--- src/rtl/lsr_pkg.sv ---
package lsr_pkg;

    localparam int COORD_WIDTH_DEF   = 16;
    localparam int ANGLE_WIDTH_DEF   = 16;
    localparam int CORDIC_STAGES_DEF = 16;

    localparam int ANG_IN_WIDTH = 15;
    localparam int ANG_IN_FRAC  = 12;
    localparam int GUARD_BITS   = 14;
    localparam int GAIN_SHIFT   = 30 - GUARD_BITS;
    localparam int MAX_STAGES   = 24;

    localparam longint GAIN_Q30    = 64'sd652032874;
    localparam longint PI_Q30      = 64'sd3373259426;
    localparam longint HALF_PI_Q30 = 64'sd1686629713;

    localparam longint ATAN_Q30 [0:MAX_STAGES-1] = '{
        64'h3243F6A8, 64'h1DAC6705, 64'h0FADBAFC, 64'h07F56EA6, 64'h03FEAB76, 64'h01FFD55B,
        64'h00FFFAAA, 64'h007FFF55, 64'h003FFFEA, 64'h001FFFFD, 64'h000FFFFF, 64'h0007FFFF,
        64'h0003FFFF, 64'h0001FFFF, 64'h0000FFFF, 64'h00007FFF, 64'h00003FFF, 64'h00001FFF,
        64'h00000FFF, 64'h000007FF, 64'h000003FF, 64'h000001FF, 64'h000000FF, 64'h0000007F
    };

    // Q2.30 constant rounded half up to frac fraction bits
    function automatic longint ang_const(input longint q30, input int frac);
        int     s;
        longint v;
        s = 30 - frac;
        v = q30 + (longint'(1) <<< (s - 1));
        return v >>> s;
    endfunction

endpackage

--- src/rtl/lsr_cordic_stage.sv ---
module lsr_cordic_stage
    import lsr_pkg::*;
#(
    parameter int                   SW      = COORD_WIDTH_DEF + 1,
    parameter int                   XW      = COORD_WIDTH_DEF + 17,
    parameter int                   ZW      = ANGLE_WIDTH_DEF + 1,
    parameter int                   SHIFT   = 0,
    parameter logic signed [ZW-1:0] P_ATAN  = '0
) (
    input  logic                 i_clk,
    input  logic                 i_rst_n,
    input  logic                 i_valid,
    input  logic signed [SW-1:0] i_sx,
    input  logic signed [SW-1:0] i_sy,
    input  logic signed [XW-1:0] i_px,
    input  logic signed [XW-1:0] i_py,
    input  logic signed [ZW-1:0] i_z,
    input  logic                 i_next_en,
    output logic                 o_en,
    output logic                 o_valid,
    output logic signed [SW-1:0] o_sx,
    output logic signed [SW-1:0] o_sy,
    output logic signed [XW-1:0] o_px,
    output logic signed [XW-1:0] o_py,
    output logic signed [ZW-1:0] o_z
);

    logic                 en;
    logic                 r_valid;
    logic signed [SW-1:0] r_sx, r_sy;
    logic signed [XW-1:0] r_px, r_py;
    logic signed [ZW-1:0] r_z;
    logic signed [XW-1:0] xs, ys;
    logic signed [XW-1:0] n_px, n_py;
    logic signed [ZW-1:0] n_z;

    assign en   = !r_valid || i_next_en;
    assign o_en = en;

    assign xs = i_px >>> SHIFT;
    assign ys = i_py >>> SHIFT;

    always_comb begin
        if (!i_z[ZW-1]) begin
            n_px = i_px - ys;
            n_py = i_py + xs;
            n_z  = i_z - P_ATAN;
        end else begin
            n_px = i_px + ys;
            n_py = i_py - xs;
            n_z  = i_z + P_ATAN;
        end
    end

    always_ff @(posedge i_clk) begin
        if (!i_rst_n) begin
            r_valid <= 1'b0;
        end else if (en) begin
            r_valid <= i_valid;
        end
    end

    always_ff @(posedge i_clk) begin
        if (en) begin
            r_sx <= i_sx;
            r_sy <= i_sy;
            r_px <= n_px;
            r_py <= n_py;
            r_z  <= n_z;
        end
    end

    assign o_valid = r_valid;
    assign o_sx    = r_sx;
    assign o_sy    = r_sy;
    assign o_px    = r_px;
    assign o_py    = r_py;
    assign o_z     = r_z;

endmodule

--- config.mk ---
export PLATFORM = sky130hd
export DESIGN_NAME = lsr_cordic_stage
export DESIGN_NICKNAME = d
export VERILOG_FILES = /design/src/rtl/lsr_pkg.sv /design/src/rtl/lsr_cordic_stage.sv
export SDC_FILE = /design/constraint.sdc
export NUM_CORES = 1
export LEC_CHECK = 0
export ABC_AREA = 1
export BUFFER_PORTS_ARGS = -buffer_cell sky130_fd_sc_hd__buf_2
export CORE_UTILIZATION = 55
export CTS_BUF_LIST = sky130_fd_sc_hd__clkbuf_2 sky130_fd_sc_hd__clkbuf_4 sky130_fd_sc_hd__clkbuf_8
export CTS_CLUSTER_DIAMETER = 80
export DETAILED_ROUTE_END_ITERATION = 6
export GPL_TIMING_DRIVEN = 0
export PLACE_DENSITY = 0.81
export SLEW_MARGIN = 10
export SYNTH_ARGS = -nofsm -noshare
export SYNTH_HDL_FRONTEND = slang
export SYNTH_SLANG_ARGS = --single-unit
--- constraint.sdc ---
create_clock -name i_clk -period 4.4 [get_ports i_clk]
set_input_delay 0.66 -clock i_clk [delete_from_list [all_inputs] [get_ports i_clk]]
set_output_delay 0.66 -clock i_clk [all_outputs]
set_load 0.05 [all_outputs]
### Yosys cells after proc, flatten, opt, wreduce, memory -nomap -nowiden

Cells that the tools add are included.

| operators by class | value |
|---|---|
| multiplexer cells | 2 |
| add/subtract/negate cells | 3 |
| reduce and logical (&&, ||, !) cells | 2 |

Operator list:

| operator | count |
|---|---|
| two-way mux 33 bit | 2 |
| subtractor 33 bit | 2 |
| adder 33 bit | 1 |
| logical NOT 1 bit | 1 |
| logical OR 1 bit | 1 |

| storage, ports and cells | value |
|---|---|
| output and inout bits | 119 |
| word-level logic and storage cells | 13 |
| register bits | 118 |
| input port bits | 121 |

### Depth between registers and ports, before layout

| logic depth | value |
|---|---|
| depth in word-level cells | 2 |
| gate-level depth with buffers | 16 |
| mapped depth without buffers | 15 |

### Worst setup path before layout

Ideal clock, no wire load.

| timing | value |
|---|---|
| kind | input port to output port |
| start point | in i_next_en |
| end point | out o_en |
| stages | 2 |
| arrival | 3.457 ns |
| path buffers | 0 |
| data required time | 3.740 ns |
| slack | 0.283 ns |
| path through | inv_1 nand2_1 |

| on the way | value |
|---|---|
| cells in the longest elaborated chain, start to end | 1 |

RTL lines:

| item | RTL line | RTL |
|---|---|---|
| start: declaration | lsr_cordic_stage.sv:18 | `input logic i_next_en,` |
| logical OR 1 bit | lsr_cordic_stage.sv:37 | `assign en = !r_valid \|\| i_next_en;` |
| end: declaration | lsr_cordic_stage.sv:19 | `output logic o_en,` |

No other way between the ends.

### Worst setup path after layout

| timing | value |
|---|---|
| start point | in i_px[8] |
| end point | reg r_py[11] (netlist: o_py[11]) (data pin) |

| on the way | value |
|---|---|
| cells in the longest elaborated chain, start to end | 2 |
| elaborated cells between the ends (all ways) | 3 |
| classes of those cells | add/sub: 2; mux: 1 |

RTL lines:

| item | RTL line | RTL |
|---|---|---|
| start: declaration | lsr_cordic_stage.sv:15 | `input logic signed [XW-1:0] i_px,` |
| adder 33 bit or subtractor 33 bit (tied branches) | lsr_cordic_stage.sv:46, lsr_cordic_stage.sv:50 |  |
| two-way mux 33 bit * | lsr_cordic_stage.sv:44 | `if (!i_z[ZW-1]) begin` |
| net n_py[11] | lsr_cordic_stage.sv:34 | `logic signed [XW-1:0] n_px, n_py;` |
| end signal: assignment | lsr_cordic_stage.sv:68 | `r_py <= n_py;` |
| end: declaration | lsr_cordic_stage.sv:31 | `logic signed [XW-1:0] r_px, r_py;` |

The timed path passes the listed nets; every way through them passes the cells marked *.
A chain may end at the register's enable or synchronous reset.

==> metrics <==
first-pass GRT wire length around 57000 um; register bit total from synthesis around 120; Clk pin slew, worst setup/hold paths 80 ps; Max-slew headroom about two fifths; Post-CTS Setup Bufs 0; Max Cap Violations 0; Synth cell types 34; Post-DP Area 12700 um^2; Total Routed Length 37840 um; Reg-to-Reg Start o_valid; worst hold margin about 390 ps; HP Start i_z[15]; # port buffers 239; sequential cell area about 3500 um^2; IO Pins 240; maximum number of pins on one net before global-route repair 48; Vert. Die Dim about 140 um; Core Footprint between 15000 and 20000 um^2; initial core utilization approximately 57%; DR WL/cell ~17 um; flop2flop setup slack ~3000 ps; Fmax 391.5 MHz; CP arrival roughly 2700 ps; Crit. End Element register; Setup CP Type input port to register; Hold Path End o_z[15]; Max clock buf depth 2; maximum fanout along the worst path 8; TritonRoute pass-1 iters 6; Site Rows 51; Max IR drop VDD roughly 0.00017 V; WHS Path Cells 1; net count after synthesis 1918; Fin. Hold Viols 0; Tot GR Track Use 37.39%; Filler Cell Count 1799; clk_skew between 15 and 20 ps; status complete, no violations; sequential share of the synthesized area about a third; r2r endpoint o_py[4]; worst-skew pair later-pin latency 450 ps; Power Dens Cells between 300 and 400 nW/um^2; share of the synthesized area in the top cell type 31.32%; cells resized by post-CTS repair 0; most frequent cells after synthesis 580 x nand2_1, 319 x inv_1, 152 x nor2_1, 142 x nand3_1, 116 x edfxtp_1; worst slew pin tran 903.0 ps; Die ar. slightly above 20000 um^2; CTS sink count ~120; Remaining DRCs 0; syn_area_per_cell around 6.6 um^2; area of the multi-input gates 6180 um^2; Post-synth ARST share 0%; Critical Path Start Type input port; share of cells above drive strength 1 16.20%; EDFF count, synth 116; cell accounting for the most synthesized area edfxtp_1; RSZ-0062 raised after global routing no; Syn. warnings 0; Worst Setup SP i_px[8]; max-slew violations 0; gpl congestion between 0.9 and 1; Main synth FF type edfxtp_1; Tmin final 2554 ps; HP Class input port to register; Detail Route Antenna Nets 0; initial antenna violation count 1; number of global-route vias before repair 10890; nets@finish approximately 2200; Final Cell Area about 13000 um^2; Iter 0 DRT Violations around 1100; most common cell in the netlist nand2_1; Reg2Reg Depth 2; worst path required time around 4600 ps; Num CTS Buffers 17; routed via count roughly 12000; Post-Synthesis Cell Area 11120 um^2; Lkg Pwr around 7.3 nW; final global-route overflow total 0; TritonCTS clock tree built; synthesis-to-layout area growth 17.65%; root buf cell clkbuf_8; DPL Wire Length 31390 um; Period Utilization, post-route between 50% and 60%; Finish-stage setup viols 0; Chip Width about 140 um; H-tree lvl count 4; DR vias/cell 5.307; hold bufs inserted after CTS 0; Synth Instances 1690; Synth area leaders edfxtp_1 31%, nand2_1 20%, ha_1 12%, inv_1 11%, nand3_1 6.4%
-- registers in the layout, summed over array words and instances, names as in the netlist --
register / flops
o_sy: 17
o_py: 32
o_px: 33
o_sx: 17
o_z: 17
o_valid: 1
-- metrics by stage --
| stage | TNS, ps | total power, W | instances | utilization, % | setup slack (ps) |
|---|---|---|---|---|---|
| 6_report | 0 | 0.004279 | 2230 | 66.58 | 1846 |
| 3_3_place_gp | -39140 | 0.003247 | 2194 | 64.37 | -1076 |
| 2_1_floorplan | 0 | 0.002759 | 1690 | - | 283.5 |
| 3_5_place_dp | 0 | 0.003272 | 2196 | 64.61 | 1468 |
| 5_1_grt | 0 | 0.004495 | 2229 | 66.57 | 1671 |
| 4_1_cts | 0 | 0.004266 | 2228 | 66.56 | 1873 |
-- critical path: stages --
cell     delay, ps
buf_2          110
inv_1           40
ha_1           270
buf_2          230
nand2_1        120
nor2_1         220
inv_1           90
nor2_1         140
nand2_1         70
nand3_1        220
xor2_1         100
o21ai_0        440
-- worst max path at each step --
stage                           to  cells after the start
after floorplan               o_en                      2
after global placement        o_en                      4
after detailed placement  o_px[32]                     13
after CTS                     o_en                      3
after global routing      o_px[32]                     13
final                     o_py[11]                     12
-- per-layer routing --
metal	wire length [um]	track usage [%]	up-vias	part of all wire, %
met3	3911	7.616	81	10
met5	0	0	-	0
met2	16450	58.56	620	43
met1	16030	49.20	5349	42
met4	1449	17.95	0	3.8
li1	-	-	5785	-
-- where the power goes --
| part | total, W | internal [W] | switching, W | leakage, nW |
|---|---|---|---|---|
| sequential | 0.00143 | 0.00140 | 0.0000332 | 1.22 |
| combinational | 0.00185 | 0.000464 | 0.00139 | 5.94 |
| clock | 0.000992 | 0.000513 | 0.000479 | 0.192 |
-- layout make-up --
class / count / share of cell area [%]
Inverter: 320 / 9.179
Timing Repair Buffer: 241 / 9.446
Multi-Input combinational cell: 1210 / 47.22
Tap cell: 265 / 2.534
Buffer: 43 / 1.884
Antenna cell: 2 / 0.03824
Sequential cell: 117 / 26.77
Clock buffer: 19 / 1.903
Clock inverter: 13 / 1.023
-- cells by family (layout without fill, tap and decap cells) --
kind of cell               Yosys count  after routing  synth area share (%)
AOI/OAI and AO/OA                  169            169                 8.245
xor gates and xnor gates            24             24                 1.890
adders and majority gates          107            107                 12.24
buffers and inverters              363            636                 13.01
DFF                                117            117                 31.50
muxes                                1              1               0.08999
other                                0              2                     0
and+or+nand+nor                    909            909                 33.03
-- placed cells by master, fill, tap and decap left out, types with 3 or more instances in the layout --
cell        instances
nand3_1           142
buf_4              12
clkinv_2            5
o22ai_1             8
o211ai_1            4
clkinvlp_4          3
xor2_1             24
and2_1              7
o21ai_1             4
inv_1             319
nand2_1           579
ha_1              104
fa_1                3
clkbuf_8           17
buf_2             259
nor2_2              3
o21ai_0            61
nand4_1            13
a21oi_1            71
nor3_1              6
edfxtp_1          116
nor2_1            152
o21bai_1           15
clkbuf_1            7
(Power assumes the default switching activity.)
