## config.mk

```make
export PLATFORM = sky130hd
export DESIGN_NAME = lsr_finish
export DESIGN_NICKNAME = d
export VERILOG_FILES = /design/src/rtl/lsr_pkg.sv /design/src/rtl/lsr_finish.sv
export SDC_FILE = /design/constraint.sdc
export NUM_CORES = 1
export LEC_CHECK = 0
export ABC_AREA = 1
export BUFFER_PORTS_ARGS = -buffer_cell sky130_fd_sc_hd__clkbuf_2
export CAP_MARGIN = 20
export CORE_ASPECT_RATIO = 1.2
export CORE_MARGIN = 1
export CORE_UTILIZATION = 52
export CTS_CLUSTER_SIZE = 20
export DETAILED_ROUTE_END_ITERATION = 8
export GPL_TIMING_DRIVEN = 1
export MAX_ROUTING_LAYER = met4
export PLACE_DENSITY = 0.84
export SYNTH_ARGS = -nofsm -noshare
export SYNTH_HDL_FRONTEND = slang
export SYNTH_SLANG_ARGS = --single-unit
```

## constraint.sdc

```tcl
create_clock -name i_clk -period 8.2 [get_ports i_clk]
set_input_delay 1.64 -clock i_clk [delete_from_list [all_inputs] [get_ports i_clk]]
set_output_delay 1.64 -clock i_clk [all_outputs]
set_load 0.005 [all_outputs]
```

## src/rtl/lsr_pkg.sv

```systemverilog
package lsr_pkg;

    localparam int COORD_WIDTH_DEF   = 16;
    localparam int ANGLE_WIDTH_DEF   = 16;
    localparam int CORDIC_STAGES_DEF = 16;

    localparam int ANG_IN_WIDTH = 15;
    localparam int ANG_IN_FRAC  = 12;
    localparam int GUARD_BITS   = 14;
    localparam int GAIN_SHIFT   = 30 - GUARD_BITS;
    localparam int MAX_STAGES   = 24;

    localparam longint GAIN_Q30    = 64'sd652032874;
    localparam longint PI_Q30      = 64'sd3373259426;
    localparam longint HALF_PI_Q30 = 64'sd1686629713;

    localparam longint ATAN_Q30 [0:MAX_STAGES-1] = '{
        64'h3243F6A8, 64'h1DAC6705, 64'h0FADBAFC, 64'h07F56EA6, 64'h03FEAB76, 64'h01FFD55B,
        64'h00FFFAAA, 64'h007FFF55, 64'h003FFFEA, 64'h001FFFFD, 64'h000FFFFF, 64'h0007FFFF,
        64'h0003FFFF, 64'h0001FFFF, 64'h0000FFFF, 64'h00007FFF, 64'h00003FFF, 64'h00001FFF,
        64'h00000FFF, 64'h000007FF, 64'h000003FF, 64'h000001FF, 64'h000000FF, 64'h0000007F
    };

    // Q2.30 constant rounded half up to frac fraction bits
    function automatic longint ang_const(input longint q30, input int frac);
        int     s;
        longint v;
        s = 30 - frac;
        v = q30 + (longint'(1) <<< (s - 1));
        return v >>> s;
    endfunction

endpackage

```

## src/rtl/lsr_finish.sv

```systemverilog
module lsr_finish
    import lsr_pkg::*;
#(
    parameter int W  = COORD_WIDTH_DEF,
    parameter int SW = COORD_WIDTH_DEF + 1,
    parameter int XW = COORD_WIDTH_DEF + 17
) (
    input  logic                 i_clk,
    input  logic                 i_rst_n,
    input  logic                 i_valid,
    input  logic signed [SW-1:0] i_sx,
    input  logic signed [SW-1:0] i_sy,
    input  logic signed [XW-1:0] i_px,
    input  logic signed [XW-1:0] i_py,
    input  logic                 i_out_stall,
    output logic                 o_en,
    output logic                 o_out_valid,
    output logic signed [W-1:0]  o_new_start_x,
    output logic signed [W-1:0]  o_new_start_y,
    output logic signed [W-1:0]  o_new_end_x,
    output logic signed [W-1:0]  o_new_end_y,
    output logic                 o_clipped
);

    localparam int TW = XW + 2;
    localparam logic signed [TW-1:0] RND  = TW'(longint'(1) <<< GUARD_BITS);
    localparam logic signed [TW-1:0] MAXV = TW'((longint'(1) <<< (W - 1)) - 1);
    localparam logic signed [TW-1:0] MINV = TW'(-(longint'(1) <<< (W - 1)));

    // {clip, value}: round to nearest (ties up), saturate
    function automatic logic [W:0] fin(input logic signed [SW-1:0] s,
                                       input logic signed [XW-1:0] r,
                                       input logic                 neg);
        logic signed [TW-1:0] t;
        logic signed [TW-1:0] rr;
        rr = neg ? -TW'(r) : TW'(r);
        t  = (TW'(s) <<< GUARD_BITS) + rr + RND;
        t  = t >>> (GUARD_BITS + 1);
        if (t > MAXV) begin
            return {1'b1, MAXV[W-1:0]};
        end else if (t < MINV) begin
            return {1'b1, MINV[W-1:0]};
        end
        return {1'b0, t[W-1:0]};
    endfunction

    logic         en;
    logic         r_valid;
    logic [W-1:0] r_nsx, r_nsy, r_nex, r_ney;
    logic         r_clip;
    logic [W:0]   n_sx, n_sy, n_ex, n_ey;

    assign en   = !r_valid || !i_out_stall;
    assign o_en = en;

    assign n_sx = fin(i_sx, i_px, 1'b0);
    assign n_sy = fin(i_sy, i_py, 1'b0);
    assign n_ex = fin(i_sx, i_px, 1'b1);
    assign n_ey = fin(i_sy, i_py, 1'b1);

    always_ff @(posedge i_clk) begin
        if (!i_rst_n) begin
            r_valid <= 1'b0;
        end else if (en) begin
            r_valid <= i_valid;
        end
    end

    always_ff @(posedge i_clk) begin
        if (en) begin
            r_nsx  <= n_sx[W-1:0];
            r_nsy  <= n_sy[W-1:0];
            r_nex  <= n_ex[W-1:0];
            r_ney  <= n_ey[W-1:0];
            r_clip <= n_sx[W] | n_sy[W] | n_ex[W] | n_ey[W];
        end
    end

    assign o_out_valid   = r_valid;
    assign o_new_start_x = r_nsx;
    assign o_new_start_y = r_nsy;
    assign o_new_end_x   = r_nex;
    assign o_new_end_y   = r_ney;
    assign o_clipped     = r_clip;

endmodule

```

## Yosys cells after proc, flatten, opt, wreduce, memory -nomap -nowiden

Index checks and enable logic that the tools add are counted.

| operators by class | value |
|---|---|
| $add $sub $neg | 10 |
| bitwise gates (word level) | 3 |
| reductions and logical operators | 3 |
| mux-type cells | 20 |
| order comparisons | 8 |

Operator list:

| cell | count |
|---|---|
| two-way mux 17 bit | 12 |
| greater-than comparator 20 x 16 -> 1 bit, second input constant | 4 |
| less-than comparator 20 x 16 -> 1 bit, second input constant | 4 |
| adder 31 x 35 -> 35 bit | 2 |
| adder 34 x 16 -> 35 bit, second input constant | 2 |
| adder 35 x 16 -> 35 bit, second input constant | 2 |
| negator 33 -> 35 bit | 2 |
| adder 31 x 33 -> 34 bit | 2 |
| two-way mux 1 bit | 8 |
| bitwise OR 1 bit | 3 |
| zero test 1 bit | 2 |
| logical OR 1 bit | 1 |

| word-level totals | value |
|---|---|
| flip-flop bits (word level) | 66 |
| input port bits | 104 |
| logic and storage cells | 50 |

## Depth between registers and ports, before layout

| depth | value |
|---|---|
| depth after elaboration | 9 |
| mapped depth | 22 |

## Worst setup path after synthesis

No wires, ideal clock.

| timing path | value |
|---|---|
| path kind | input -> output |
| from | input port i_out_stall |
| to | output port o_en |
| buffers on the path | 0 |
| data required time | 6.560 ns |
| path slack | 3.498 ns |
| cell stages on the path | 1 |
| data arrival time | 3.062 ns |
| cells stage by stage | nand2_1 |

| between the ends | value |
|---|---|
| cells in the longest elaborated chain, start to end | 2 |

Ends and longest elaborated chain:

| what | line | RTL |
|---|---|---|
| from (decl) | lsr_finish.sv:15 | `input logic i_out_stall,` |
| zero test 1 bit | lsr_finish.sv:53 | `assign en = !r_valid \|\| !i_out_stall;` |
| logical OR 1 bit | lsr_finish.sv:53 |  |
| to (decl) | lsr_finish.sv:16 | `output logic o_en,` |

Every way passes these cells.

## Final worst setup path

| timing path | value |
|---|---|
| from | input port i_py[15] |
| to | register r_clip, in the netlist o_clipped (data pin) |

| between the ends | value |
|---|---|
| cells in the longest elaborated chain, start to end | 9 |

Ends and longest elaborated chain:

| what | line | RTL |
|---|---|---|
| from (decl) | lsr_finish.sv:14 | `input logic signed [XW-1:0] i_py,` |
| parallel branches: the longest is 8 deep, another holds negator 33 -> 35 bit | - |  |
| bitwise OR 1 bit (*) | lsr_finish.sv:75 | `r_clip <= n_sx[W] \| n_sy[W] \| n_ex[W] \| n_ey[W];` |
| to (signal assigned) | lsr_finish.sv:75 |  |
| to (decl) | lsr_finish.sv:50 | `logic r_clip;` |

Mark *: on every way between the ends.
A chain may end at the register's enable or synchronous reset.

==> impl_metrics.prom <==
# TYPE chip_impl_metric gauge
chip_impl_metric{name="placed_cells",unit=""} 1743
chip_impl_info{name="critPathCaptureType",value="flop"} 1
chip_impl_metric{name="finalWorstPathRequiredPeriod",unit="ps"} 4490
chip_impl_info{name="clock-root-buffer",value="sky130_fd_sc_hd__clkbuf_16"} 1
chip_impl_metric{name="grt_max_degree",unit=""} 68
chip_impl_metric{name="leakage",unit="nW"} 5.98
chip_impl_metric{name="die_area",unit="um2"} 18100
chip_impl_metric{name="max-clock-path-buffers",unit=""} 2
chip_impl_metric{name="synth.net_count",unit=""} 1623
chip_impl_metric{name="fp.dieH",unit="um"} 147
chip_impl_info{name="worstSetupStartpointType",value="primary input"} 1
chip_impl_metric{name="fraction_of_registers_with_async_set_reset",unit=""} 0
chip_impl_metric{name="slew-limit-headroom",unit=""} 0.413
chip_impl_info{name="ys_top_cells_by_area",value="sky130_fd_sc_hd__edfxtp_1, sky130_fd_sc_hd__ha_1, sky130_fd_sc_hd__nand2_1, sky130_fd_sc_hd__inv_1, sky130_fd_sc_hd__nor2_1"} 1
chip_impl_metric{name="detail-route-antenna-nets",unit=""} 0
chip_impl_metric{name="critPathMaxFanout",unit=""} 16
chip_impl_metric{name="vdd_drop_max",unit="uV"} 96.2
chip_impl_metric{name="synth_warnings",unit=""} 0
chip_impl_metric{name="timing.final.setup_violations",unit=""} 0
chip_impl_metric{name="fin_nets",unit=""} 1796
chip_impl_metric{name="num_antenna_cells",unit=""} 0
chip_impl_metric{name="post-cts-setup-buffer-count",unit=""} 0
chip_impl_metric{name="tns",unit="ps"} 0
chip_impl_metric{name="number_of_distinct_library_cells_after_synthesis",unit=""} 46
chip_impl_metric{name="drv.max_cap_violation_count",unit=""} 0
chip_impl_metric{name="syn2layout_area_growth",unit="%"} 15.4
chip_impl_metric{name="clkLatencyLatePin",unit="ps"} 340
chip_impl_metric{name="fin_cells",unit=""} 1759
chip_impl_metric{name="drt-pass1-iter-count",unit=""} 6
chip_impl_metric{name="dpl.hpwl",unit="um"} 21100
chip_impl_metric{name="post_cts_resized",unit=""} 0
chip_impl_metric{name="wire_length_of_the_first_global_routing_pass",unit="um"} 39600
chip_impl_metric{name="worst_pin_slew",unit="ps"} 880
chip_impl_metric{name="final.setup_skew",unit="ps"} 8.70
chip_impl_metric{name="drive_above_1_share",unit=""} 0.156
chip_impl_metric{name="synth-edff-count",unit=""} 65
chip_impl_metric{name="post_synth.cell_area_avg",unit="um2"} 6.71
chip_impl_metric{name="via_count",unit=""} 9285
chip_impl_metric{name="detail_route.drc_violations",unit=""} 0
chip_impl_metric{name="tritoncts_num_sinks",unit=""} 66
chip_impl_info{name="cts_tree",value="built"} 1
chip_impl_info{name="hp-class",value="flop to flop"} 1
chip_impl_info{name="critical_path_class",value="primary input to flop"} 1
chip_impl_metric{name="floorplan.core_area",unit="um2"} 17000
chip_impl_metric{name="gr-usage-all-layers",unit=""} 0.287
chip_impl_metric{name="start_util",unit=""} 0.537
chip_impl_metric{name="gp_congestion",unit=""} 1.03
chip_impl_metric{name="yosysSeqAreaShare",unit=""} 0.215
chip_impl_metric{name="num_io_pins",unit=""} 171
chip_impl_info{name="yosys-top-cells-count",value="sky130_fd_sc_hd__nand2_1, sky130_fd_sc_hd__inv_1, sky130_fd_sc_hd__ha_1, sky130_fd_sc_hd__nor2_1, sky130_fd_sc_hd__nand3_1"} 1
chip_impl_metric{name="total_power",unit="mW"} 1.81
chip_impl_info{name="top_ff_cell_synth",value="sky130_fd_sc_hd__edfxtp_1"} 1
chip_impl_metric{name="hold_viol",unit=""} 0
chip_impl_metric{name="cp.required",unit="ps"} 8300
chip_impl_info{name="grt_setup_unrepaired",value="no"} 1
chip_impl_info{name="run_status",value="finished, final reports clean"} 1
chip_impl_info{name="post-synth-top-area-cell",value="sky130_fd_sc_hd__edfxtp_1"} 1
chip_impl_metric{name="ctsHtreeMaxLevel",unit=""} 3
chip_impl_metric{name="chip_width",unit="um"} 123
chip_impl_metric{name="placement.io_buffers",unit=""} 170
chip_impl_metric{name="utilization",unit=""} 0.620
chip_impl_metric{name="cts.clk_slew.worst_paths",unit="ps"} 60
chip_impl_metric{name="timing.final.crit_share",unit=""} 0.548
chip_impl_metric{name="finalMaxSlewViolations",unit=""} 0
chip_impl_metric{name="synthCells",unit=""} 1365
chip_impl_metric{name="ys_seq_elements",unit=""} 66
chip_impl_metric{name="num_rows",unit=""} 52
chip_impl_metric{name="ctsHoldBuffers",unit=""} 0
chip_impl_metric{name="cts_made_buffers",unit=""} 9
chip_impl_metric{name="max_clock_freq",unit="GHz"} 0.223
chip_impl_metric{name="power_density",unit="nW/um2"} 171
chip_impl_metric{name="netlist_area",unit="um2"} 9150
chip_impl_info{name="synthMostInstantiatedCell",value="sky130_fd_sc_hd__nand2_1"} 1
chip_impl_metric{name="routed_wirelength",unit="um"} 24900
chip_impl_metric{name="vias_in_the_first_global_route",unit=""} 8785
chip_impl_metric{name="gr-total-overflow",unit=""} 0
chip_impl_metric{name="worstPathArrival",unit="ps"} 4590
chip_impl_metric{name="first_iter_violations",unit=""} 643
chip_impl_metric{name="routed_via_density",unit=""} 5.28
chip_impl_metric{name="avgRoutedWirePerCell",unit="um"} 14.1
chip_impl_metric{name="synth_top_area_share",unit=""} 0.213
chip_impl_metric{name="number_of_antenna_violations_at_the_first_check_in_global_routing",unit=""} 0
-- layout make-up --
| cell class | instances | area [um2] |
|---|---|---|
| sequential | 66 | 1970 |
| multi-input combinational | 1047 | 6200 |
| timing repair buffer | 171 | 858 |
| inverter | 243 | 912 |
| clock inverter | 7 | 125 |
| fill | 1606 | 6480 |
| tap | 216 | 270 |
| clock buffer | 9 | 225 |
-- sequential cells by signal, indices dropped and copies added, names as in the netlist --
signal and flops:
o_new_end_x 16, o_new_end_y 16, o_new_start_x 16, o_new_start_y 16
o_clipped 1, o_out_valid 1
-- through the flow --
step	instance area (um2)	setup slack, ps	hold WS, ps
6_report	10600	3710	1040
3_5_place_dp	10200	3390	1060
2_1_floorplan	9150	3500	1780
5_1_grt	10600	3400	1120
4_1_cts	10600	3730	1070
3_3_place_gp	10200	3470	1030
-- where the power goes --
group	switching (mW)	internal [mW]
clock	0.167	0.300
combinational	0.507	0.313
sequential	0.0332	0.491
total	0.708	1.10
-- cell families after synthesis --
kind of cell               Yosys count  synth area share
xor gates and xnor gates            52            0.0506
buffers and inverters              252             0.108
DFF                                 66             0.215
adders and majority gates          154             0.212
and+or+nand+nor                    697             0.323
AOI/OAI and AO/OA                  144            0.0910
-- critical path, cell delays in order --
cell and delay [ps]:
sky130_fd_sc_hd__clkbuf_2 90, sky130_fd_sc_hd__inv_1 40, sky130_fd_sc_hd__ha_1 300, sky130_fd_sc_hd__inv_1 70, sky130_fd_sc_hd__ha_1 270, sky130_fd_sc_hd__inv_1 90, sky130_fd_sc_hd__fa_1 420, sky130_fd_sc_hd__inv_1 110
sky130_fd_sc_hd__nand3_1 80, sky130_fd_sc_hd__nand3_2 100, sky130_fd_sc_hd__nand2_1 70, sky130_fd_sc_hd__nand2_2 90, sky130_fd_sc_hd__nand3_1 100, sky130_fd_sc_hd__nand2_1 80, sky130_fd_sc_hd__nand2_1 50, sky130_fd_sc_hd__nand2_1 80
sky130_fd_sc_hd__nand2_1 80, sky130_fd_sc_hd__o21ai_4 330, sky130_fd_sc_hd__nand2_2 280, sky130_fd_sc_hd__nor2_4 160, sky130_fd_sc_hd__nand2_1 60
-- final timing paths --
path / slack (ps) / from / cells after the start / end
worst max register to register: 6740 / o_out_valid / 2 / o_new_end_x[0]
worst max-delay path: 3710 / i_py[15] / 21 / o_clipped
worst min-delay path: 1040 / o_out_valid / 2 / o_new_start_x[15]
worst min register to register: 1040 / o_out_valid / 2 / o_new_start_x[15]
-- layout by cell type, fill, tap and decap left out, drive strengths merged, types with 2 or more instances in the layout --
| cell type | netlist | final |
|---|---|---|
| nand2 | 423 | 423 |
| inv | 243 | 244 |
| clkbuf | 1 | 179 |
| ha | 152 | 152 |
| nor2 | 143 | 143 |
| nand3 | 80 | 80 |
| edfxtp | 65 | 65 |
| a21oi | 62 | 62 |
| o21ai | 59 | 59 |
| xnor2 | 27 | 27 |
| xor2 | 25 | 25 |
| nand4 | 20 | 20 |
| nor3 | 12 | 12 |
| nand3b | 8 | 8 |
| o21bai | 5 | 5 |
| a31oi | 4 | 4 |
| or2 | 4 | 4 |
| a21o | 4 | 4 |
| and2 | 3 | 3 |
| a21boi | 3 | 3 |
| bufinv | 0 | 3 |
| clkinv | 0 | 3 |
| a22o | 2 | 2 |
| and3 | 2 | 2 |
| o31ai | 2 | 2 |
| fa | 2 | 2 |
-- layer usage --
layer  global-route usage  vias up  part of all wire
met1                0.315     4180              0.40
met4                0.131        0             0.043
met2                0.511      320              0.51
met5                    -        -                 0
met3               0.0342       82             0.048
li1                     -     4703                 -
Power figures use the tool's default switching activity.
