**config.mk**
```make
export PLATFORM = sky130hd
export DESIGN_NAME = lsr_front
export DESIGN_NICKNAME = d
export VERILOG_FILES = /design/src/rtl/lsr_pkg.sv /design/src/rtl/lsr_front.sv
export SDC_FILE = /design/constraint.sdc
export NUM_CORES = 1
export LEC_CHECK = 0
export BUFFER_PORTS_ARGS = -buffer_cell sky130_fd_sc_hd__buf_2
export CAP_MARGIN = 20
export CORE_MARGIN = 3
export CORE_UTILIZATION = 45
export DETAILED_ROUTE_END_ITERATION = 6
export PLACE_DENSITY = 0.71
export SYNTH_ARGS = -nofsm -noshare
export SYNTH_HDL_FRONTEND = slang
export SYNTH_SLANG_ARGS = --single-unit
```
**constraint.sdc**
```tcl
create_clock -name i_clk -period 6.1 [get_ports i_clk]
set_clock_uncertainty 0.05 [all_clocks]
set_input_delay 0 -clock i_clk [delete_from_list [all_inputs] [get_ports i_clk]]
set_output_delay 0 -clock i_clk [all_outputs]
set_load 0.03 [all_outputs]
```
**src/rtl/lsr_pkg.sv**
```systemverilog
package lsr_pkg;

    localparam int COORD_WIDTH_DEF   = 16;
    localparam int ANGLE_WIDTH_DEF   = 16;
    localparam int CORDIC_STAGES_DEF = 16;

    localparam int ANG_IN_WIDTH = 15;
    localparam int ANG_IN_FRAC  = 12;
    localparam int GUARD_BITS   = 14;
    localparam int GAIN_SHIFT   = 30 - GUARD_BITS;
    localparam int MAX_STAGES   = 24;

    localparam longint GAIN_Q30    = 64'sd652032874;
    localparam longint PI_Q30      = 64'sd3373259426;
    localparam longint HALF_PI_Q30 = 64'sd1686629713;

    localparam longint ATAN_Q30 [0:MAX_STAGES-1] = '{
        64'h3243F6A8, 64'h1DAC6705, 64'h0FADBAFC, 64'h07F56EA6, 64'h03FEAB76, 64'h01FFD55B,
        64'h00FFFAAA, 64'h007FFF55, 64'h003FFFEA, 64'h001FFFFD, 64'h000FFFFF, 64'h0007FFFF,
        64'h0003FFFF, 64'h0001FFFF, 64'h0000FFFF, 64'h00007FFF, 64'h00003FFF, 64'h00001FFF,
        64'h00000FFF, 64'h000007FF, 64'h000003FF, 64'h000001FF, 64'h000000FF, 64'h0000007F
    };

    // Q2.30 constant rounded half up to frac fraction bits
    function automatic longint ang_const(input longint q30, input int frac);
        int     s;
        longint v;
        s = 30 - frac;
        v = q30 + (longint'(1) <<< (s - 1));
        return v >>> s;
    endfunction

endpackage

```
**src/rtl/lsr_front.sv**
```systemverilog
module lsr_front
    import lsr_pkg::*;
#(
    parameter int W    = COORD_WIDTH_DEF,
    parameter int SW   = COORD_WIDTH_DEF + 1,
    parameter int XW   = COORD_WIDTH_DEF + 17,
    parameter int ZW   = ANGLE_WIDTH_DEF + 1,
    parameter int FRAC = ANGLE_WIDTH_DEF - 4
) (
    input  logic                           i_clk,
    input  logic                           i_rst_n,
    input  logic                           i_valid,
    input  logic signed [W-1:0]            i_start_x,
    input  logic signed [W-1:0]            i_start_y,
    input  logic signed [W-1:0]            i_end_x,
    input  logic signed [W-1:0]            i_end_y,
    input  logic signed [ANG_IN_WIDTH-1:0] i_turn_angle,
    input  logic                           i_next_en,
    output logic                           o_en,
    output logic                           o_valid,
    output logic signed [SW-1:0]           o_sx,
    output logic signed [SW-1:0]           o_sy,
    output logic signed [XW-1:0]           o_px,
    output logic signed [XW-1:0]           o_py,
    output logic signed [ZW-1:0]           o_z
);

    localparam int LSH = (FRAC >= ANG_IN_FRAC) ? FRAC - ANG_IN_FRAC : 0;
    localparam int RSH = (FRAC >= ANG_IN_FRAC) ? 0 : ANG_IN_FRAC - FRAC;
    localparam int AW  = ANG_IN_WIDTH + LSH;
    localparam int PW  = XW + GAIN_SHIFT;

    localparam logic signed [ZW-1:0] HALF_PI = ZW'(ang_const(HALF_PI_Q30, FRAC));
    localparam logic signed [ZW-1:0] PI_C    = ZW'(ang_const(PI_Q30, FRAC));
    localparam logic signed [PW-1:0] GAIN_P  = PW'(GAIN_Q30);

    logic en1, en2, en3;

    logic                  r_s1_valid, r_s2_valid, r_s3_valid;
    logic signed [SW-1:0]  r_s1_sx, r_s1_sy, r_s1_dx, r_s1_dy;
    logic signed [ZW-1:0]  r_s1_z;
    logic signed [SW-1:0]  r_s2_sx, r_s2_sy, r_s2_dx, r_s2_dy;
    logic signed [ZW-1:0]  r_s2_z;
    logic signed [SW-1:0]  r_s3_sx, r_s3_sy;
    logic signed [XW-1:0]  r_s3_px, r_s3_py;
    logic signed [ZW-1:0]  r_s3_z;

    logic signed [AW-1:0]  a_wide;
    logic signed [ZW-1:0]  n_s1_z;
    logic signed [SW-1:0]  n_s2_dx, n_s2_dy;
    logic signed [ZW-1:0]  n_s2_z;
    logic signed [PW-1:0]  prod_x, prod_y;

    assign en3  = !r_s3_valid || i_next_en;
    assign en2  = !r_s2_valid || en3;
    assign en1  = !r_s1_valid || en2;
    assign o_en = en1;

    // align Q3.12 input to the internal angle format
    assign a_wide = AW'(i_turn_angle) <<< LSH;
    assign n_s1_z = ZW'(a_wide >>> RSH);

    // half-turn pre-rotation
    always_comb begin
        n_s2_dx = r_s1_dx;
        n_s2_dy = r_s1_dy;
        n_s2_z  = r_s1_z;
        if (r_s1_z > HALF_PI) begin
            n_s2_dx = -r_s1_dx;
            n_s2_dy = -r_s1_dy;
            n_s2_z  = r_s1_z - PI_C;
        end else if (r_s1_z < -HALF_PI) begin
            n_s2_dx = -r_s1_dx;
            n_s2_dy = -r_s1_dy;
            n_s2_z  = r_s1_z + PI_C;
        end
    end

    assign prod_x = PW'(r_s2_dx) * GAIN_P;
    assign prod_y = PW'(r_s2_dy) * GAIN_P;

    always_ff @(posedge i_clk) begin
        if (!i_rst_n) begin
            r_s1_valid <= 1'b0;
            r_s2_valid <= 1'b0;
            r_s3_valid <= 1'b0;
        end else begin
            if (en1) r_s1_valid <= i_valid;
            if (en2) r_s2_valid <= r_s1_valid;
            if (en3) r_s3_valid <= r_s2_valid;
        end
    end

    always_ff @(posedge i_clk) begin
        if (en1) begin
            r_s1_sx <= SW'(i_start_x) + SW'(i_end_x);
            r_s1_sy <= SW'(i_start_y) + SW'(i_end_y);
            r_s1_dx <= SW'(i_start_x) - SW'(i_end_x);
            r_s1_dy <= SW'(i_start_y) - SW'(i_end_y);
            r_s1_z  <= n_s1_z;
        end
        if (en2) begin
            r_s2_sx <= r_s1_sx;
            r_s2_sy <= r_s1_sy;
            r_s2_dx <= n_s2_dx;
            r_s2_dy <= n_s2_dy;
            r_s2_z  <= n_s2_z;
        end
        if (en3) begin
            r_s3_sx <= r_s2_sx;
            r_s3_sy <= r_s2_sy;
            r_s3_px <= prod_x[PW-1:GAIN_SHIFT];
            r_s3_py <= prod_y[PW-1:GAIN_SHIFT];
            r_s3_z  <= r_s2_z;
        end
    end

    assign o_valid = r_s3_valid;
    assign o_sx    = r_s3_sx;
    assign o_sy    = r_s3_sy;
    assign o_px    = r_s3_px;
    assign o_py    = r_s3_py;
    assign o_z     = r_s3_z;

endmodule

```
# After elaboration in Yosys (flattened, before gate mapping)
# Index checks and enable logic that the tools add are counted.
[op_classes]
n_addsub = 8
multipliers = 2
order_cmp = 2
n_mux = 6
n_reduce_logical = 6
[op_table]
columns = ["cell", "count"]
rows = [
  ["2-to-1 mux 17 bit", 6],
  ["multiplier 17 x 30 -> 47 bit, second input constant", 2],
  ["adder 16 x 16 -> 17 bit", 2],
  ["negator 17 bit", 2],
  ["subtractor 16 x 16 -> 17 bit", 2],
  ["adder 15 x 15 -> 16 bit, second input constant", 1],
  ["subtractor 15 x 15 -> 16 bit, second input constant", 1],
  ["greater-than comparator 15 x 14 -> 1 bit, second input constant", 1],
  ["less-than comparator 15 x 14 -> 1 bit, second input constant", 1],
  ["logical NOT 1 bit", 3],
  ["logical OR 1 bit", 3],
]
[word_totals]
ff_bits = 288
input_bits = 83

# Depth between registers and ports, before layout
# Gate-level depths: netlist (run 1).
[logic_depth]
depth_word = 4
ltp_mapped = 24

# Least setup slack after synthesis (run 1)
# No wires, ideal clock.
[synth_timing]
path_type = "register to register"
startpoint = "reg r_s2_dx[4]"
endpoint = "reg r_s3_px[28], in the netlist o_px[28] (data pin)"
t_arrival_ps = 5741
required_ps = 5792
setup_slack_ps = 51
stages_incl_launch_ff = 24
period_less_slack_ps = 6049
cell_sequence = "edfxtp_1 -> ha_1 -> inv_1 -> fa_1 -> inv_1 -> fa_1 -> inv_1 -> fa_1 -> inv_1 -> fa_1 -> inv_1 -> fa_1 -> inv_1 -> ha_1 -> a21oi_1 -> o21ai_0 -> a221o_1 -> o21ai_1 -> a211oi_1 -> o2111ai_1 -> nand2_1 -> or3_1 -> a31oi_1 -> xnor2_1"
[synth_between]
elab_chain_len = 1
[synth_lines]
columns = ["item", "line_no", "text"]
rows = [
  ["start, declared", "lsr_front.sv:42", "logic signed [SW-1:0] r_s2_sx, r_s2_sy, r_s2_dx, r_s2_dy;"],
  ["start signal, assigned", "lsr_front.sv:105", "r_s2_dx <= n_s2_dx;"],
  ["multiplier 17 x 30 -> 47 bit", "lsr_front.sv:79", "assign prod_x = PW'(r_s2_dx) * GAIN_P;"],
  ["via prod_x[44]", "lsr_front.sv:52", "logic signed [PW-1:0] prod_x, prod_y;"],
  ["end signal, assigned", "lsr_front.sv:112", "r_s3_px <= prod_x[PW-1:GAIN_SHIFT];"],
  ["end, declared", "lsr_front.sv:45", "logic signed [XW-1:0] r_s3_px, r_s3_py;"],
]
# The timed path passes the listed nets, and every way through them passes these cells.
# A chain may end at the register's enable or synchronous reset.

# Final worst setup path (run 1)
[layout_timing]
startpoint = "reg r_s2_dx[2]"
endpoint = "reg r_s3_px[26], in the netlist o_px[26] (data pin)"
# The elaborated chain is that of the path after synthesis.

==> results_dict.tcl, run 1 <==
set metrics [dict create \
    outcome "complete, but fails checks" \
    violations "negative setup slack" \
    yosys-top-cells-area "edfxtp_1, fa_1, ha_1, inv_1, xnor2_1" \
    synth_xor_xnor_area_share_pct 4.68 \
    fp.dieH_um 259 \
    cp.arrival_ns 6.56 \
    die_area_um2 67100 \
    synth_compound_area_share_pct 7.96 \
    area_growth_pct 24.3 \
    finalHoldViolations 0 \
    io_buffers 201 \
    worstMarginPinSlew_ns 0.920 \
    fin_util_pct 56.6 \
    clk_pin_slew_ns 0.06 \
    synth_nets 3448 \
    drive_gt1_share_pct 21.2 \
    critPathKind "flop to flop" \
    max_slew_margin_pct 38.7 \
    rows 92 \
    synth_warnings 0 \
    grt_pass1_wl_um 112000 \
    grt_max_degree 83 \
    netlist_instances 2583 \
    worstSkewPairLatency_ns 0.57 \
    chipWidth_um 259 \
    drcViolationCount 0 \
    drt-initial-drc-count 1105 \
    synth_top_area_share_pct 28.9 \
    cp-start-kind "flop" \
    async_reset_ff_share_pct 0 \
    synth_top_family_by_area "adder cells" \
    root_buffer "clkbuf_16" \
    use_met1_pct 29.8 \
    start_util_pct 45.6 \
    cts_buffer_depth 3 \
    synth-edff-count 277 \
    grt_util_met2_pct 35.0 \
    core_area_um2 63200 \
    ys_types 67 \
    place_area_um2 32700 \
    min_path_type "input pin to flop" \
    place_congestion 0.985 \
    slew_viol_final 0 \
    vias_per_cell 4.91 \
    setup_violations 17 \
    fin_nets 4031 \
    synth_area_leader_cell "edfxtp_1" \
    grt_pass1_vias 21000 \
    worstPathRequired_ns 6.33 \
    vias 19800 \
    period_share_pct 104 \
    endpoint_kind "flop" \
    fmaxAchievable_mhz 158 \
    rsz0062_at_grt "yes" \
    n_fill_cell 5200 \
    syn_avg_cell_area_um2 11.1 \
    drt_wl_total_um 70700 \
    fin_area_um2 35800 \
    tritoncts "built" \
    rr_worst_depth 22 \
    hold_depth 4 \
    grt_overflow 0 \
    drv_cap 0 \
    synth_fa_ha_area_share_pct 43.9 \
    grt_util_all_layers_pct 21.3 \
    wire_per_inst_um 17.5 \
    ys_ff_latch 280 \
    syn_area_um2 28800 \
    antenna_found_initial 11 \
    path_max_fanout 4 \
    yosys.area_share.simple_pct 4.66 \
    met3_usage_pct 3.78 \
    place_ws_ns -0.365 \
    seq_area_frac_synth_pct 29.1 \
    clkSinkCount 280 \
    fin_crit_ns 6.33 \
    ios 202 \
    synth_mux_area_share_pct 0 \
    htree_num_levels 2 \
    drtAntennaViolNets 0 \
    synth_top_flop_cell "edfxtp_1" \
    hold_ws_ns 0.0247 \
    dp_hpwl_um 57800 \
    top_usage_layer "met2" \
    cts_buffers 34 \
    setup_ws_ns -0.228 \
    dr.pass1.iters 5 \
]
-- cell usage after synthesis, types with 10 or more instances --
master and count:
inv_1 706, ha_1 402, fa_1 380, edfxtp_1 277, xnor2_1 114, a21oi_1 108, nor2_1 75, nand2_1 60
o21ai_1 40, xor2_1 40, a21o_1 35, clkbuf_1 33, nor3_1 24, o21bai_1 22, nand3_1 21, o21ai_0 21
nor2b_1 20, nand2b_1 16, o31ai_1 14, a211oi_1 12, a31oi_1 12, o21a_1 12, and2_1 10, and3_1 10
or3_1 10
-- what timing repair did --
item,4_1_cts,5_1_grt
resized for setup,74,66
endpoints found under the setup margin,29,41
hold buffers,90,0
buffers inserted,18,19
pin swaps,63,62
endpoints found under the hold margin,67,0
-- layer usage --
metal	vias to the layer above	routed length [µm]	share of wire [%]
li1	9467	-	-
met1	9779	31800	45
met2	499	33300	47
met3	85	4360	6.2
met4	12	1220	1.7
met5	-	72	0.10
-- area by class of cell --
cell class	count	area [µm²]	area share, %
Multi-Input combinational cell	1560	18300	51.1
Sequential cell	280	8380	23.4
Clock buffer	37	862	2.41
Antenna cell	3	7.51	0.0210
Timing Repair Buffer	584	4190	11.7
Tap cell	846	1060	2.96
Clock inverter	23	358	1.00
Inverter	706	2650	7.41
-- final timing paths --
path / start / end / slack [ns]
setup / recovery: r_s2_dx[2] / o_px[26] / -0.23
hold / removal: i_end_y[6] / r_s1_sy[7] / 0.02
hold reg to reg: r_s2_sx[9] / o_sx[9] / 0.36
setup reg to reg: r_s2_dx[2] / o_px[26] / -0.23
-- through the flow --
step / std cells / TNS [ns]
after floorplan: 2583 / 0
after CTS: 4016 / -1.33
after global routing: 4038 / -6.75
after detailed placement: 3848 / -4.98
after global placement: 3848 / -2.51
final: 4039 / -1.30
-- worst max-delay path, cell delays in order (launching register included) --
cell	delay, ns
edfxtp_1	0.45
buf_6	0.16
fa_2	0.59
fa_2	0.44
fa_1	0.53
fa_1	0.55
inv_1	0.06
fa_1	0.47
inv_1	0.05
fa_2	0.36
ha_4	0.25
a21o_1	0.19
a31o_1	0.19
a221o_1	0.32
o21ai_1	0.14
buf_4	0.16
a211oi_4	0.07
o2111ai_2	0.16
buf_4	0.16
nand2_2	0.04
or3_4	0.43
buf_6	0.13
xor2_1	0.13
-- sequential cells by signal (all words and copies together), names as in the netlist --
signal and count:
o_px 32, o_py 32, o_sx 17, o_sy 17, r_s1_sx 17, r_s1_sy 17, r_s2_sx 17, r_s2_sy 17
o_z 16, r_s1_dx 16, r_s1_dy 16, r_s2_dx 16, r_s2_dy 16, r_s2_z 16, r_s1_z 15, o_valid 1
r_s1_valid 1, r_s2_valid 1
-- cell families after synthesis --
logic type | after synthesis
buffers and inverters | 743
xor gates and xnor gates | 154
DFF | 280
and+or+nand+nor | 276
adders and majority gates | 782
AOI/OAI and AO/OA | 348
-- cells in the final DEF, fill, tap and decap left out, drive strengths merged, types with 7 or more instances in the layout --
cell,n
nor2b,20
nor3,24
o21bai,22
nor2,75
inv,707
a31oi,12
xor2,40
buf,494
o31ai,14
a21o,35
nor4,7
a211oi,14
and2,10
nand3,21
o21ai,61
xnor2,114
a21oi,108
clkbuf,37
or3,10
o21a,14
clkinv,11
nand4,7
nand2,61
edfxtp,277
fa,380
and3,10
dlygate4sd3,90
or2,9
nand2b,16
ha,402
Power of run 1 is not shown: default switching activity piles up to over one toggle a cycle in this logic, so the estimate is an artifact.
==> inputs of run 2 (changes only) <==
- ABC_AREA: default -> 1
- PLACE_DENSITY: 0.71 -> 0.7
==> results_dict.tcl, run 2 <==
set metrics [dict create \
    rows 97 \
    grt_util_all_layers_pct 24.0 \
    area_growth_pct 12.3 \
    path_cells "fa_1, inv_1, fa_1, fa_1, inv_1, fa_1, fa_1, inv_1, fa_1, inv_1, ha_2, nand2_1, nor2_1, nand2_1, inv_1, nand3_1, nand2_1, nand2_1, nand3_1, nand2_1" \
    drt-initial-drc-count 1461 \
    clk_pin_slew_ns 0.06 \
    worstSkewPairLatency_ns 0.57 \
    outcome "complete, but fails checks" \
    ios 202 \
    seq_area_frac_synth_pct 26.0 \
    die_area_um2 74900 \
    vias_per_cell 5.00 \
    fin_area_um2 36200 \
    drv_cap 0 \
    worstMarginPinSlew_ns 0.904 \
    syn_avg_cell_area_um2 8.95 \
    grt_overflow 0 \
    diodes 0 \
    place_area_um2 34400 \
    ys_ff_latch 280 \
    core_area_um2 70500 \
    ff_latch_area_um2 8380 \
    synth_area_leader_cell "edfxtp_1" \
    critPathMaxStageDelay_ns 0.65 \
    async_reset_ff_share_pct 0 \
    synthTopCellsByCount "inv_1, nand2_1, ha_1" \
    slew_viol_final 0 \
    cp-start-kind "flop" \
    htree_num_levels 2 \
    vias 24400 \
    final_common_cell "inv_1" \
    io_buffers 201 \
    netlist_instances 3603 \
    drive_gt1_share_pct 8.38 \
    fin_setup_tns_ns 0 \
    worstPathRequired_ns 6.37 \
    min_path_type "input pin to flop" \
    ys_types 39 \
    start_util_pct 45.7 \
    grt_max_degree 58 \
    period_share_pct 95.6 \
    critPathMostFrequentCell "fa_1" \
    grt_pass1_vias 25000 \
    endpoint_kind "flop" \
    fin_crit_ns 5.83 \
    finalHoldViolations 0 \
    root_buffer "clkbuf_16" \
    n_fill_cell 6566 \
    drt_wl_total_um 88400 \
    drtAntennaViolNets 0 \
    violations "design-rule violations" \
    cp.arrival_ns 6.10 \
    final_cell_mix "inv_1, nand2_1, ha_1" \
    fp.dieH_um 274 \
    synth_warnings 0 \
    tritoncts "built" \
    drcViolationCount 3 \
    synth-edff-count 277 \
    max_slew_margin_pct 39.1 \
    path_max_fanout 6 \
    wire_per_inst_um 18.2 \
    place_congestion 1.01 \
    cts_buffers 35 \
    yosysMostFrequentCell "inv_1" \
    multiInputGateArea_um2 20200 \
    cpMaxStageDelayCell "fa_1" \
    setup_violations 0 \
    synth_top_area_share_pct 25.8 \
    dp_hpwl_um 75600 \
    grt_pass1_wl_um 139000 \
    fmaxAchievable_mhz 171 \
    cts_buffer_depth 3 \
    yosys-top-cells-area "edfxtp_1, fa_1, ha_1, inv_1, nand2_1" \
    clkSinkCount 280 \
    chipWidth_um 274 \
    syn_area_um2 32200 \
    critPathKind "flop to flop" \
    antenna_found_initial 0 \
    synth_nets 4468 \
    fin_nets 4766 \
    dr.pass1.iters 7 \
    synth_top_flop_cell "edfxtp_1" \
]
## run 2: logic make-up (layout without fill, tap and decap cells)
logic type	count (synthesis)	count (layout)	synth area share [%]
fa+ha+maj	782	782	39.2
flops	280	280	26.0
simple gates	1121	1121	14.4
compound gates	346	346	5.84
buf+inv	954	1279	11.3
xor+xnor	120	120	3.26
## run 2: final timing paths
check              from    endpoint  slack, ns  cells after the start
min          i_end_x[8]  r_s1_sx[9]       0.02                      6
min reg2reg  r_s2_sx[9]     o_sx[9]       0.36                      0
max          r_s2_dx[8]    o_px[23]       0.27                     20
max reg2reg  r_s2_dx[8]    o_px[23]       0.27                     20
## run 2: layout make-up
cell class                 count  share of cell area (%)
tap                          940                    3.25
timing repair buffer         295                    5.07
inverter                     920                    9.54
clock inverter                26                   0.622
clock buffer                  38                    2.51
multi-input combinational   2369                    55.9
sequential                   280                    23.1
## run 2: stage by stage
stage	utilization [%]	setup slack, ns	hold slack (ns)	std cells
after floorplan	-	0.347	0.0489	3603
after global routing	51.4	-0.0103	0.0363	4868
after detailed placement	48.8	0.0682	0.128	4733
final	51.4	0.266	0.0213	4868
after CTS	51.1	0.0590	0.000557	4847
after global placement	48.8	0.0721	0.128	4733
## run 2: critical path: cells and delay by family (launching register included)
kind	cells	cell delay, ns
adder cells (fa/ha/maj)	7	3.61
flip-flops	1	0.53
buffers and inverters	5	0.38
AND/OR/NAND/NOR	8	1.05
## run 2: metal layers
metal	part of all wire [%]	track usage (%)	up-vias
li1	-	-	11800
met1	45	33.9	11600
met2	45	38.4	779
met3	6.9	4.15	123
met4	2.3	5.88	0
met5	0	0	-
## run 2: what timing repair did
action,in CTS,in global routing
hold endpoints to repair,54,0
setup endpoints to repair,0,10
hold buffers,50,0
resized for setup,0,6
buffers inserted,0,21
Power of run 2 is left out for the same reason.
==> inputs of run 3 (changes only) <==
- REMOVE_ABC_BUFFERS: default -> 1
==> results_dict.tcl, run 3 (synthesized netlist as in run 2, its figures left out) <==
set metrics [dict create \
    outcome "completed" \
    die_area_um2 74900 \
    ios 202 \
    drtAntennaViolNets 0 \
    diodes 0 \
    rows 97 \
    cp-start-kind "flop" \
    min_path_type "input pin to flop" \
    area_growth_pct 12.6 \
    drt_wl_total_um 88000 \
    chipWidth_um 274 \
    cts_buffer_depth 3 \
    worstSkewPairLatency_ns 0.57 \
    endpoint_kind "flop" \
    crit_buf_inv 6 \
    rsz0062_at_grt "no" \
    fin_setup_tns_ns 0 \
    fin_crit_ns 5.88 \
    worstPathRequired_ns 6.37 \
    fin_nets 4771 \
    max_slew_margin_pct 40.2 \
    wl_met1_um 39000 \
    drcViolationCount 0 \
    htree_num_levels 2 \
    place_congestion 0.991 \
    top_layer "met4" \
    drt-initial-drc-count 1401 \
    wire_per_inst_um 18.1 \
    grt_pass1_vias 25100 \
    wl_met3_um 5630 \
    worstMarginPinSlew_ns 0.896 \
    clk_pin_slew_ns 0.05 \
    vias 24300 \
    finalHoldViolations 0 \
    io_buffers 201 \
    core_area_um2 70500 \
    grt_util_all_layers_pct 23.8 \
    clkSinkCount 280 \
    wl_met2_um 40200 \
    fmaxAchievable_mhz 170 \
    path_cells "fa_2, fa_1, inv_1, fa_1, inv_1, fa_1, fa_1, inv_1, fa_1, inv_1, ha_1, nand2_1, nor2_1, inv_1, nor2_1, inv_1, nor3_1, nand3_1, nand4_1, nand2_1" \
    period_share_pct 96.4 \
    critPathMaxStageDelay_ns 0.63 \
    slew_viol_final 0 \
    path_max_fanout 6 \
    final_cell_mix "inv_1, nand2_1, ha_1" \
    dr.pass1.iters 5 \
    drv_cap 0 \
    dp_hpwl_um 74800 \
    fp.dieH_um 274 \
    root_buffer "clkbuf_16" \
    final_common_cell "inv_1" \
    start_util_pct 45.7 \
    drive_gt1_share_pct 8.11 \
    grt_pass1_wl_um 138000 \
    cpMaxStageDelayCell "edfxtp_1" \
    critPathKind "flop to flop" \
    critPathMostFrequentCell "inv_1" \
    grt_overflow 0 \
    crit_family "adder cells" \
    cp.arrival_ns 6.15 \
    setup_violations 0 \
    antenna_found_initial 0 \
    cts_buffers 36 \
    vias_per_cell 4.99 \
    grt_max_degree 67 \
    tritoncts "built" \
]
## run 3: cell count changes in the layout (fill, tap and decap cells not counted), moves of 3 or more
cell / change
dlygate4sd3_1: +14
buf_4: -10
clkinv_1: -3
clkinv_2: -3
## run 3: repair_timing
| item | CTS | global route |
|---|---|---|
| setup buffers | 0 | 8 |
| setup endpoints to repair | 0 | 8 |
| hold buffers | 64 | 0 |
| resized for setup | 0 | 6 |
| endpoints found under the hold margin | 68 | 0 |
## run 3: cell type report
cell class | instances | area, µm²
fill | 6539 | 34200
multi-input combinational | 2369 | 20200
sequential | 280 | 8380
inverter | 920 | 3460
timing repair buffer | 299 | 1900
tap | 940 | 1180
clock buffer | 39 | 912
clock inverter | 24 | 228
## run 3: path summary, 6_finish.rpt
check,end,startpoint,cells past startpoint,slack (ns)
setup / recovery,o_px[29],r_s2_dx[13],20,0.22
hold / removal,r_s1_dx[3],i_start_x[3],3,0.009
setup reg to reg,o_px[29],r_s2_dx[13],20,0.22
hold reg to reg,r_s2_sy[2],r_s1_sy[2],0,0.36
## run 3: tightest hold or removal path, stage by stage
cell and delay (ns):
buf_2 0.10, ha_1 0.27, xor2_1 0.09
## run 3: routing by layer
| metal | global-route usage [%] | vias up |
|---|---|---|
| met5 | 0 | - |
| met4 | 7.58 | 0 |
| met3 | 4.40 | 173 |
| met2 | 38.7 | 722 |
| met1 | 32.2 | 11600 |
| li1 | - | 11800 |
## run 3: metrics by stage
stage               hold slack, ns  utilization (%)  std cells  cell area, µm²  worst slack (ns)
detailed placement           0.128             48.8       4736           34400             0.111
CTS                        0.00158             51.4       4863           36200            0.0796
global route                0.0468             51.5       4871           36300           0.00648
finish                     0.00939             51.5       4871           36300             0.222
global placement             0.128             48.8       4736           34400            0.0962
floorplan                   0.0489                -       3569           32000             0.347
Power of run 3 is left out for the same reason.
